<file path="config.mk">
export PLATFORM = sky130hd
export DESIGN_NAME = shamir_share_generator_gf251
export DESIGN_NICKNAME = d
export VERILOG_FILES = /design/src/rtl/ssg_pkg.sv /design/src/rtl/ssg_seq.sv /design/src/rtl/ssg_pow.sv /design/src/rtl/ssg_lane.sv /design/src/rtl/ssg_merge.sv /design/src/rtl/shamir_share_generator_gf251.sv
export SDC_FILE = /design/constraint.sdc
export NUM_CORES = 2
export LEC_CHECK = 0
export BUFFER_PORTS_ARGS = -buffer_cell sky130_fd_sc_hd__buf_4
export CORE_UTILIZATION = 30
export DETAILED_ROUTE_END_ITERATION = 10
export GPL_TIMING_DRIVEN = 0
export SYNTH_ARGS = -nofsm -noshare
export SYNTH_HDL_FRONTEND = slang
export SYNTH_HIERARCHICAL = 1
export SYNTH_SLANG_ARGS = --single-unit
</file>
<file path="constraint.sdc">
create_clock -name clk_i -period 39.5 [get_ports clk_i]
set_clock_uncertainty 0.1 [all_clocks]
set_input_delay 1.975 -clock clk_i [delete_from_list [all_inputs] [get_ports clk_i]]
set_output_delay 1.975 -clock clk_i [all_outputs]
set_load 0.02 [all_outputs]
</file>
<file path="src/rtl/ssg_pkg.sv">
// Shared types, constants and modular arithmetic for the GF(251) share generator.
package ssg_pkg;

  localparam logic [8:0] Prime = 9'd251;
  localparam int NumInCoefs = 8;

  localparam logic [1:0] CfgShareCount = 2'd0;
  localparam logic [1:0] CfgThreshold  = 2'd1;

  typedef struct packed {
    logic [7:0] secret;
    logic [7:0] coef_1;
    logic [7:0] coef_2;
    logic [7:0] coef_3;
    logic [7:0] coef_4;
    logic [7:0] coef_5;
    logic [7:0] coef_6;
    logic [7:0] coef_7;
  } in_word_t;

  typedef struct packed {
    logic [6:0] share_number;
    logic [7:0] share_value;
    logic       last;
  } out_word_t;

  typedef struct packed {
    logic       valid;
    logic       last;
    logic [6:0] x;
  } ctl_t;

  function automatic logic [7:0] mul_mod(input logic [7:0] a, input logic [7:0] b);
    logic [15:0] p;
    logic [10:0] t1;
    logic [8:0]  t2;
    p  = a * b;
    t1 = {3'b000, p[7:0]} + 11'(p[15:8]) * 11'd5;
    t2 = {1'b0, t1[7:0]} + 9'(t1[10:8]) * 9'd5;
    if (t2 >= Prime) begin
      t2 = t2 - Prime;
    end
    return t2[7:0];
  endfunction

endpackage

</file>
<file path="src/rtl/ssg_seq.sv">
// Item register and share point sequencer: loads coefficients and issues x = 1..n.
module ssg_seq #(
  parameter int MAX_THRESHOLD = 8,
  parameter int MAX_SHARES    = 64
) (
  input  logic              clk_i,
  input  logic              rst_ni,
  input  logic              in_valid_i,
  output logic              in_stall_o,
  input  ssg_pkg::in_word_t in_word_i,
  input  logic [6:0]        share_count_i,
  input  logic [3:0]        threshold_i,
  input  logic              adv_i,
  output ssg_pkg::ctl_t     ctl_o,
  output logic [7:0]        coef_o [MAX_THRESHOLD],
  output logic [7:0]        pw_o   [MAX_THRESHOLD]
);

  localparam int RawN = (MAX_THRESHOLD > ssg_pkg::NumInCoefs) ?
                        MAX_THRESHOLD : ssg_pkg::NumInCoefs;

  logic       busy_q, busy_d;
  logic [6:0] x_q, x_d;
  logic [6:0] n_q, n_d;
  logic [7:0] coef_q [MAX_THRESHOLD];
  logic [7:0] coef_d [MAX_THRESHOLD];
  logic [7:0] raw [RawN];
  logic [4:0] thr5, k_c;
  logic       last_now, accept;

  function automatic logic [7:0] red251(input logic [7:0] c);
    logic [8:0] w;
    w = {1'b0, c};
    if (w >= ssg_pkg::Prime) begin
      w = w - ssg_pkg::Prime;
    end
    return w[7:0];
  endfunction

  assign last_now   = (x_q == n_q);
  assign in_stall_o = busy_q && !(adv_i && last_now);
  assign accept     = in_valid_i && !in_stall_o;

  always_comb begin
    for (int j = 0; j < RawN; j++) begin
      raw[j] = 8'd0;
    end
    raw[0] = (in_word_i.secret > 8'd250) ? 8'd250 : in_word_i.secret;
    raw[1] = in_word_i.coef_1;
    raw[2] = in_word_i.coef_2;
    raw[3] = in_word_i.coef_3;
    raw[4] = in_word_i.coef_4;
    raw[5] = in_word_i.coef_5;
    raw[6] = in_word_i.coef_6;
    raw[7] = in_word_i.coef_7;

    thr5 = {1'b0, threshold_i};
    if (thr5 == 5'd0) begin
      k_c = 5'd1;
    end else if (thr5 > 5'(MAX_THRESHOLD)) begin
      k_c = 5'(MAX_THRESHOLD);
    end else begin
      k_c = thr5;
    end

    busy_d = busy_q;
    x_d    = x_q;
    n_d    = n_q;
    for (int j = 0; j < MAX_THRESHOLD; j++) begin
      coef_d[j] = coef_q[j];
    end

    if (busy_q && adv_i) begin
      x_d = x_q + 7'd1;
      if (last_now) begin
        busy_d = 1'b0;
      end
    end

    if (accept) begin
      busy_d = 1'b1;
      x_d    = 7'd1;
      if (share_count_i == 7'd0) begin
        n_d = 7'd1;
      end else if (share_count_i > 7'(MAX_SHARES)) begin
        n_d = 7'(MAX_SHARES);
      end else begin
        n_d = share_count_i;
      end
      for (int j = 0; j < MAX_THRESHOLD; j++) begin
        coef_d[j] = (5'(j) < k_c) ? red251(raw[j]) : 8'd0;
      end
    end
  end

  always_ff @(posedge clk_i or negedge rst_ni) begin
    if (!rst_ni) begin
      busy_q <= 1'b0;
      x_q    <= 7'd1;
      n_q    <= 7'd1;
    end else begin
      busy_q <= busy_d;
      x_q    <= x_d;
      n_q    <= n_d;
    end
  end

  always_ff @(posedge clk_i) begin
    for (int j = 0; j < MAX_THRESHOLD; j++) begin
      coef_q[j] <= coef_d[j];
    end
  end

  always_comb begin
    ctl_o.valid = busy_q;
    ctl_o.last  = last_now;
    ctl_o.x     = x_q;
    for (int j = 0; j < MAX_THRESHOLD; j++) begin
      coef_o[j] = coef_q[j];
      pw_o[j]   = 8'd0;
    end
    pw_o[0] = 8'd1;
  end

  a_point_in_range: assert property (@(posedge clk_i) disable iff (!rst_ni)
    busy_q |-> (x_q != 7'd0) && (x_q <= n_q))
    else $error("share point outside 1..n");

  a_point_steps: assert property (@(posedge clk_i) disable iff (!rst_ni)
    (busy_q && adv_i && !last_now) |=> busy_q && (x_q == $past(x_q) + 7'd1))
    else $error("share point did not advance by one");

  a_accept_loads: assert property (@(posedge clk_i) disable iff (!rst_ni)
    accept |=> busy_q && (x_q == 7'd1))
    else $error("accepted word did not start at point one");

endmodule

</file>
<file path="src/rtl/ssg_pow.sv">
// One power stage: extends the carried power list by x^S mod 251.
module ssg_pow #(
  parameter int MAX_THRESHOLD = 8,
  parameter int S             = 1
) (
  input  logic          clk_i,
  input  logic          rst_ni,
  input  logic          adv_i,
  input  ssg_pkg::ctl_t ctl_i,
  input  logic [7:0]    coef_i [MAX_THRESHOLD],
  input  logic [7:0]    pw_i   [MAX_THRESHOLD],
  output ssg_pkg::ctl_t ctl_o,
  output logic [7:0]    coef_o [MAX_THRESHOLD],
  output logic [7:0]    pw_o   [MAX_THRESHOLD]
);

  ssg_pkg::ctl_t ctl_q;
  logic [7:0]    coef_q [MAX_THRESHOLD];
  logic [7:0]    pw_q   [MAX_THRESHOLD];
  logic [7:0]    pw_d   [MAX_THRESHOLD];

  always_comb begin
    for (int j = 0; j < MAX_THRESHOLD; j++) begin
      pw_d[j] = pw_i[j];
    end
    pw_d[S] = ssg_pkg::mul_mod(pw_i[S-1], {1'b0, ctl_i.x});
  end

  always_ff @(posedge clk_i or negedge rst_ni) begin
    if (!rst_ni) begin
      ctl_q <= '0;
    end else if (adv_i) begin
      ctl_q <= ctl_i;
    end
  end

  always_ff @(posedge clk_i) begin
    if (adv_i) begin
      for (int j = 0; j < MAX_THRESHOLD; j++) begin
        coef_q[j] <= coef_i[j];
        pw_q[j]   <= pw_d[j];
      end
    end
  end

  assign ctl_o = ctl_q;

  always_comb begin
    for (int j = 0; j < MAX_THRESHOLD; j++) begin
      coef_o[j] = coef_q[j];
      pw_o[j]   = pw_q[j];
    end
  end

endmodule

</file>
<file path="src/rtl/ssg_lane.sv">
// One term lane: registers coefficient times power, mod 251.
module ssg_lane (
  input  logic       clk_i,
  input  logic       adv_i,
  input  logic [7:0] coef_i,
  input  logic [7:0] pw_i,
  output logic [7:0] term_o
);

  logic [7:0] term_q;

  always_ff @(posedge clk_i) begin
    if (adv_i) begin
      term_q <= ssg_pkg::mul_mod(coef_i, pw_i);
    end
  end

  assign term_o = term_q;

endmodule

</file>
<file path="src/rtl/ssg_merge.sv">
// Merge stage: sums lane terms mod 251 into the output word register.
module ssg_merge #(
  parameter int MAX_THRESHOLD = 8
) (
  input  logic               clk_i,
  input  logic               rst_ni,
  input  logic               adv_i,
  input  ssg_pkg::ctl_t      ctl_i,
  input  logic [7:0]         term_i [MAX_THRESHOLD],
  output logic               out_valid_o,
  output ssg_pkg::out_word_t out_word_o
);

  localparam int SW = 8 + $clog2(MAX_THRESHOLD);

  logic [SW-1:0]      sum;
  logic [8:0]         fold;
  logic               valid_q;
  ssg_pkg::out_word_t word_q, word_d;

  always_comb begin
    sum = '0;
    for (int j = 0; j < MAX_THRESHOLD; j++) begin
      sum = sum + SW'(term_i[j]);
    end
    fold = {1'b0, sum[7:0]} + 9'(sum[SW-1:8]) * 9'd5;
    if (fold >= ssg_pkg::Prime) begin
      fold = fold - ssg_pkg::Prime;
    end
    word_d.share_number = ctl_i.x;
    word_d.share_value  = fold[7:0];
    word_d.last         = ctl_i.last;
  end

  always_ff @(posedge clk_i or negedge rst_ni) begin
    if (!rst_ni) begin
      valid_q <= 1'b0;
    end else if (adv_i) begin
      valid_q <= ctl_i.valid;
    end
  end

  always_ff @(posedge clk_i) begin
    if (adv_i) begin
      word_q <= word_d;
    end
  end

  assign out_valid_o = valid_q;
  assign out_word_o  = word_q;

endmodule

</file>
<file path="src/rtl/shamir_share_generator_gf251.sv">
// Top level of the GF(251) share generator: config registers, power pipeline, lanes, merge.
// Shares pass the sequencer, the power stages, the lane registers and the merge register.
// One share per cycle unless out_stall_i stalls; n = clamped share_count shares per word.
// The next word is taken in the cycle the last share of the previous one issues.
// Reset: share_count 5, threshold 3, pipeline empty, no clearing pass.
module shamir_share_generator_gf251 #(
  parameter int MAX_THRESHOLD = 8,
  parameter int MAX_SHARES    = 64
) (
  input  logic               clk_i,
  input  logic               rst_ni,
  input  logic               in_valid_i,
  output logic               in_stall_o,
  input  ssg_pkg::in_word_t  in_word_i,
  output logic               out_valid_o,
  input  logic               out_stall_i,
  output ssg_pkg::out_word_t out_word_o,
  input  logic               cfg_valid_i,
  output logic               cfg_ready_o,
  input  logic [1:0]         cfg_index_i,
  input  logic [6:0]         cfg_data_i
);

  logic [6:0]    share_count_q;
  logic [3:0]    threshold_q;
  logic          adv;
  ssg_pkg::ctl_t ctl_s  [MAX_THRESHOLD];
  logic [7:0]    coef_s [MAX_THRESHOLD][MAX_THRESHOLD];
  logic [7:0]    pw_s   [MAX_THRESHOLD][MAX_THRESHOLD];
  ssg_pkg::ctl_t ctl_lane_q;
  logic [7:0]    term   [MAX_THRESHOLD];

  assign cfg_ready_o = 1'b1;
  assign adv = !out_valid_o || !out_stall_i;

  always_ff @(posedge clk_i or negedge rst_ni) begin
    if (!rst_ni) begin
      share_count_q <= 7'd5;
      threshold_q   <= 4'd3;
    end else if (cfg_valid_i && cfg_ready_o) begin
      unique case (cfg_index_i)
        ssg_pkg::CfgShareCount: share_count_q <= cfg_data_i;
        ssg_pkg::CfgThreshold:  threshold_q   <= cfg_data_i[3:0];
        default: ;
      endcase
    end
  end

  ssg_seq #(
    .MAX_THRESHOLD(MAX_THRESHOLD),
    .MAX_SHARES   (MAX_SHARES)
  ) u_seq (
    .clk_i        (clk_i),
    .rst_ni       (rst_ni),
    .in_valid_i   (in_valid_i),
    .in_stall_o   (in_stall_o),
    .in_word_i    (in_word_i),
    .share_count_i(share_count_q),
    .threshold_i  (threshold_q),
    .adv_i        (adv),
    .ctl_o        (ctl_s[0]),
    .coef_o       (coef_s[0]),
    .pw_o         (pw_s[0])
  );

  for (genvar s = 1; s < MAX_THRESHOLD; s++) begin : g_pow
    ssg_pow #(
      .MAX_THRESHOLD(MAX_THRESHOLD),
      .S            (s)
    ) u_pow (
      .clk_i (clk_i),
      .rst_ni(rst_ni),
      .adv_i (adv),
      .ctl_i (ctl_s[s-1]),
      .coef_i(coef_s[s-1]),
      .pw_i  (pw_s[s-1]),
      .ctl_o (ctl_s[s]),
      .coef_o(coef_s[s]),
      .pw_o  (pw_s[s])
    );
  end

  always_ff @(posedge clk_i or negedge rst_ni) begin
    if (!rst_ni) begin
      ctl_lane_q <= '0;
    end else if (adv) begin
      ctl_lane_q <= ctl_s[MAX_THRESHOLD-1];
    end
  end

  for (genvar j = 0; j < MAX_THRESHOLD; j++) begin : g_lane
    ssg_lane u_lane (
      .clk_i (clk_i),
      .adv_i (adv),
      .coef_i(coef_s[MAX_THRESHOLD-1][j]),
      .pw_i  (pw_s[MAX_THRESHOLD-1][j]),
      .term_o(term[j])
    );
  end

  ssg_merge #(
    .MAX_THRESHOLD(MAX_THRESHOLD)
  ) u_merge (
    .clk_i      (clk_i),
    .rst_ni     (rst_ni),
    .adv_i      (adv),
    .ctl_i      (ctl_lane_q),
    .term_i     (term),
    .out_valid_o(out_valid_o),
    .out_word_o (out_word_o)
  );

endmodule

</file>
After elaboration in Yosys (flattened, before gate mapping)
Memory sizes are Yosys's and may differ from the RTL's.
Cells that the tools add are included.
{ "op_classes": {"n_reduce_logical": 17, "n_mux": 45, "eq_ne": 2, "addsub": 61, "n_lt_le_gt_ge": 35, "multipliers": 43} }
{ "op_table": {"columns": ["cell", "n"], "rows": [
  ["8-bit 2-to-1 mux", 33],
  ["8-bit subtractor, second input constant", 23],
  ["8-bit by 6-bit adder with 9-bit output", 15],
  ["9-bit by 8-bit greater-or-equal comparator with 1-bit output, second input constant", 15],
  ["8-bit by 8-bit multiplier with 16-bit output", 8],
  ["3-bit by 3-bit multiplier with 6-bit output, second input constant", 15],
  ["8-bit by 7-bit multiplier with 15-bit output", 6],
  ["8-bit by 11-bit adder with 11-bit output", 8],
  ["8-bit by 3-bit multiplier with 11-bit output, second input constant", 8],
  ["11-bit by 8-bit adder with 11-bit output", 6],
  ["8-bit by 10-bit adder with 11-bit output", 6],
  ["8-bit greater-or-equal comparator, second input constant", 8],
  ["64-bit 2-to-1 mux", 1],
  ["7-bit by 3-bit multiplier with 10-bit output, second input constant", 6],
  ["7-bit 2-to-1 mux", 4],
  ["3-bit by 4-bit less-than comparator with 1-bit output, first input constant", 4],
  ["8-bit by 8-bit adder with 9-bit output", 1],
  ["7-bit by 8-bit greater-or-equal comparator with 1-bit output, second input constant", 1],
  ["8-bit > comparator, second input constant", 1],
  ["1-bit by 4-bit less-than comparator with 1-bit output, first input constant", 2],
  ["2-bit by 4-bit less-than comparator with 1-bit output, first input constant", 2],
  ["4-bit 2-to-1 mux", 2],
  ["7-bit by 8-bit subtractor with 8-bit output, second input constant", 1],
  ["7-bit by 1-bit adder with 7-bit output, second input constant", 1],
  ["other kinds (13)", 26]
]} }
{ "word_totals": {"mem_count": 15, "register_bits": 179, "mem_bits_rw": 960, "word_cells": 259, "inputBits": 78} }
{ "mem_list": {"columns": ["memory", "depth", "word_bits", "read_ports", "rd_ports_with_merged_regs", "wr", "line_no", "rtl"], "rows": [
  ["g_pow[1].u_pow.coef_q", 8, 8, 8, 0, 8, "ssg_pow.sv:18", "logic [7:0] coef_q [MAX_THRESHOLD];"],
  ["g_pow[1].u_pow.pw_q", 8, 8, 7, 0, 8, "ssg_pow.sv:19", "logic [7:0] pw_q [MAX_THRESHOLD];"],
  ["g_pow[2].u_pow.coef_q", 8, 8, 8, 0, 8, "ssg_pow.sv:18", null],
  ["g_pow[2].u_pow.pw_q", 8, 8, 7, 0, 8, "ssg_pow.sv:19", null],
  ["g_pow[3].u_pow.coef_q", 8, 8, 8, 0, 8, "ssg_pow.sv:18", null],
  ["g_pow[3].u_pow.pw_q", 8, 8, 7, 0, 8, "ssg_pow.sv:19", null],
  ["9 more memories", null, null, null, null, null, null, null]
]} }

Longest topological paths before layout
{ "logic_depth": {"ltp_word": 11, "depth_mapped": 41} }

By module
Netlist, hierarchy kept.
{ "by_module_without_submodules": {"columns": ["module", "n_inst", "area_each_um2", "cells_each"], "rows": [
  ["ssg_lane (g_lane[0].u_lane ...)", 7, 3485.8, 383],
  ["ssg_pow (g_pow[1].u_pow ...)", 2, 6991.7, 469],
  ["ssg_pow (g_pow[6].u_pow ...)", 2, 6941.7, 458],
  ["ssg_pow (g_pow[4].u_pow)", 1, 7046.8, 474],
  ["ssg_pow (g_pow[3].u_pow)", 1, 7045.5, 474],
  ["ssg_pow (g_pow[5].u_pow)", 1, 6960.4, 456],
  ["ssg_seq", 1, 4204.0, 369],
  ["ssg_lane (g_lane[4].u_lane)", 1, 3499.6, 380],
  ["ssg_merge", 1, 2751.4, 263],
  ["shamir_share_generator_gf251", 1, 774.5, 45]
]} }

Worst setup path before layout
OpenSTA, ideal clock, no wires.
{ "synth_timing": {"kind": "in2out", "from": "input out_stall_i", "to": "output in_stall_o", "path_buffers": 0, "setup_slack_ps": 22664, "arrival_time_ps": 14761, "path_stages": 3, "path_cell_list": "nand2_2 -> or4b_2 -> and2_1"} }
{ "synth_via": {"elab_chain_len": 5} }
{ "synth_rtl": {"columns": ["element", "line_no", "rtl"], "rows": [
  ["start, declared", "shamir_share_generator_gf251.sv:16", "input logic out_stall_i,"],
  ["1-bit zero test", "shamir_share_generator_gf251.sv:34", "assign adv = !out_valid_o || !out_stall_i;"],
  ["1-bit logical OR", "shamir_share_generator_gf251.sv:34", null],
  ["1-bit logical AND", "ssg_seq.sv:41", "assign in_stall_o = busy_q && !(adv_i && last_now);"],
  ["1-bit zero test", "ssg_seq.sv:41", null],
  ["1-bit logical AND", "ssg_seq.sv:41", null],
  ["end, declared", "shamir_share_generator_gf251.sv:13", "output logic in_stall_o,"]
]} }
Every way passes these cells.

==> results.py <==
metrics = {
    "finish": {
        "post_layout_nonfiller_instances": 10595,
        "nFillCells": 25944,
        "area_delta_synth_final_pct": 11.2,
        "layout-drive-gt1-share_pct": 8.10,
        "finalNetCount": 8675,
    },
    "setup_path": {
        "critPathMaxStageDelay_ps": 540,
        "cp_data_arrival_time_ps": 10370,
        "worstSetupPathType": "reg -> reg",
        "path_delay_family": "adder cells",
        "cpMostUsedCell": "fa_1",
        "critPathBufInv": 5,
        "slowest_stage": "fa_1",
        "worstPathRequired_ps": 39890,
        "cp-start-kind": "flip-flop",
        "worstPathMaxFanout": 8,
        "crit_path_end_kind": "flip-flop",
    },
    "sta": {
        "slew_headroom_pct": 25.0,
        "layout_setup_ws_ps": 29530,
        "finalHoldViolCount": 0,
        "fmax_mhz": 100,
        "setup_viol": 0,
        "slew_violations": 0,
        "tightest_slew_ps": 1120,
        "period_share_pct": 25.2,
        "rsz0062_at_grt": "false",
        "tns_ps": 0,
        "finalCriticalPeriod_ps": 9970,
    },
    "global_route": {
        "grt_pass1_vias": 50529,
        "grt_max_degree": 120,
        "track_usage_pct": 11.5,
        "overflow": 0,
        "antenna_found_initial": 10,
        "grt_pass1_wl_um": 252000,
    },
    "clock_tree": {
        "root_buffer": "clkbuf_16",
        "ctsHoldBuffers": 0,
        "cts_tree": "done",
        "htree_num_levels": 3,
        "clock_latency_ps": 750,
        "numCtsBuffers": 103,
        "cts_sinks": 971,
        "clockBufferDepth": 3,
        "cts_resized": 0,
        "clk_pin_slew_worst_paths_ps": 70,
        "cts_setup_buffers": 0,
    },
    "placement": {
        "port_buffers": 95,
        "dp_hpwl_um": 119000,
        "pre_cts_slack_ps": 29590,
        "place_inst": 10398,
        "gp_congestion": 0.844,
    },
    "routing": {
        "vias": 48119,
        "antenna_left": 0,
        "routedWlPerCell_um": 14.1,
        "drt-vias-per-instance": 4.54,
        "drtIter0Drc": 2182,
        "first_pass_iters": 7,
        "wirelength_um": 150000,
        "drc": 0,
    },
    "logic_synthesis": {
        "syn_area_um2": 79100,
        "syn_inst": 6772,
        "ys.warnings.count": 6,
        "syn_area_per_cell_um2": 11.7,
    },
    "floorplanning": {
        "die_x_um": 515,
        "pin_count": 97,
        "start_util_pct": 30.2,
        "dieArea_um2": 266000,
        "coreArea_um2": 262000,
        "rows": 188,
        "chipHeight_um": 515,
    },
    "job": {
        "max-cap-violations": 0,
    },
    "min_path": {
        "hp-class": "reg -> reg",
    },
    "status": {
        "status": "completed",
    },
}
[registers in the layout, summed over array words and instances, names as in the netlist, 7 cells and up]
register / flops
g_pow.u_pow/coef_q: 448
ctl_lane_q: 9
u_seq/coef_q: 64
u_seq/n_q: 7
u_merge/out_word_o: 16
g_lane.u_lane/term_o: 64
share_count_q: 7
u_seq/x_q: 7
g_pow.u_pow/ctl_o: 63
g_pow.u_pow/pw_q: 280
[layout by cell type, fill, tap and decap left out, types with 38 or more instances in the layout]
cell,instances
ha_1,956
nor3_1,80
and2_1,781
inv_1,1119
a21o_1,73
nand2b_1,43
nor2b_1,47
o21ai_0,124
nor2_1,182
or3_1,39
a211o_1,38
xnor2_1,220
a21oi_1,205
clkbuf_16,103
nand2_1,266
mux2_2,100
fa_1,653
edfxtp_1,872
xor2_1,134
o21a_1,88
a211oi_1,56
buf_4,107
nand3_1,39
dfrtp_1,93
[per-layer routing]
layer | vias up | share of wire, % | track usage, %
met5 | - | 0.021 | 0
met4 | 6 | 2.2 | 3.38
met3 | 173 | 3.2 | 1.39
met2 | 554 | 49 | 19.8
met1 | 23885 | 46 | 14.9
li1 | 23501 | - | -
[final cells by class]
type | instances | area, um2 | share of cell area, %
diodes | 3 | 7.51 | 0.00853
plain buffers | 28 | 154 | 0.175
clock buffers | 128 | 2740 | 3.12
clock inverters | 66 | 726 | 0.825
inverters | 1119 | 4200 | 4.78
multi-input cells | 4660 | 46100 | 52.4
flip-flops and latches | 971 | 28700 | 32.6
well taps | 3515 | 4400 | 5.00
repair buffers | 105 | 968 | 1.10
[worst reg2reg max path: cells and delay by family (launching register included)]
family / cells / cell delay, ps
xor+xnor: 3 / 530
fa+ha+maj: 11 / 4710
flops: 1 / 520
simple gates: 5 / 980
compound gates: 12 / 2620
buf+inv: 5 / 230
[worst paths after layout]
kind | start | endpoint | slack, ps | cells after the start
min in group asynchronous | rst_ni | g_pow[1].u_pow/ctl_o[2]$_DFFE_PN0P_ | 1130 | 1
min | g_pow[5].u_pow/pw_q[0][29]$_DFFE_PP_ | g_pow[6].u_pow/pw_q[0][29]$_DFFE_PP_ | 270 | 0
max | g_pow[7].u_pow/coef_q[0][24]$_DFFE_PP_ | g_lane[3].u_lane/term_o[5]$_DFFE_PP_ | 29530 | 36
max in group asynchronous | rst_ni | g_pow[5].u_pow/ctl_o[1]$_DFFE_PN0P_ | 37320 | 2
max reg2reg | g_pow[7].u_pow/coef_q[0][24]$_DFFE_PP_ | g_lane[3].u_lane/term_o[5]$_DFFE_PP_ | 29530 | 36
min reg2reg | g_pow[5].u_pow/pw_q[0][29]$_DFFE_PP_ | g_pow[6].u_pow/pw_q[0][29]$_DFFE_PP_ | 270 | 0
[per-stage QoR]
stage | util [%] | hold slack (ps) | area (um2)
2_1_floorplan | - | 300 | 79100
3_3_place_gp | 32.1 | 301 | 84200
3_5_place_dp | 32.2 | 305 | 84500
4_1_cts | 33.5 | 256 | 88000
5_1_grt | 33.5 | 270 | 88000
6_report | 33.5 | 270 | 88000
Power is left out: the tool's default activity adds up to more than one toggle a clock period on the data nets, which glitch-free logic cannot reach.
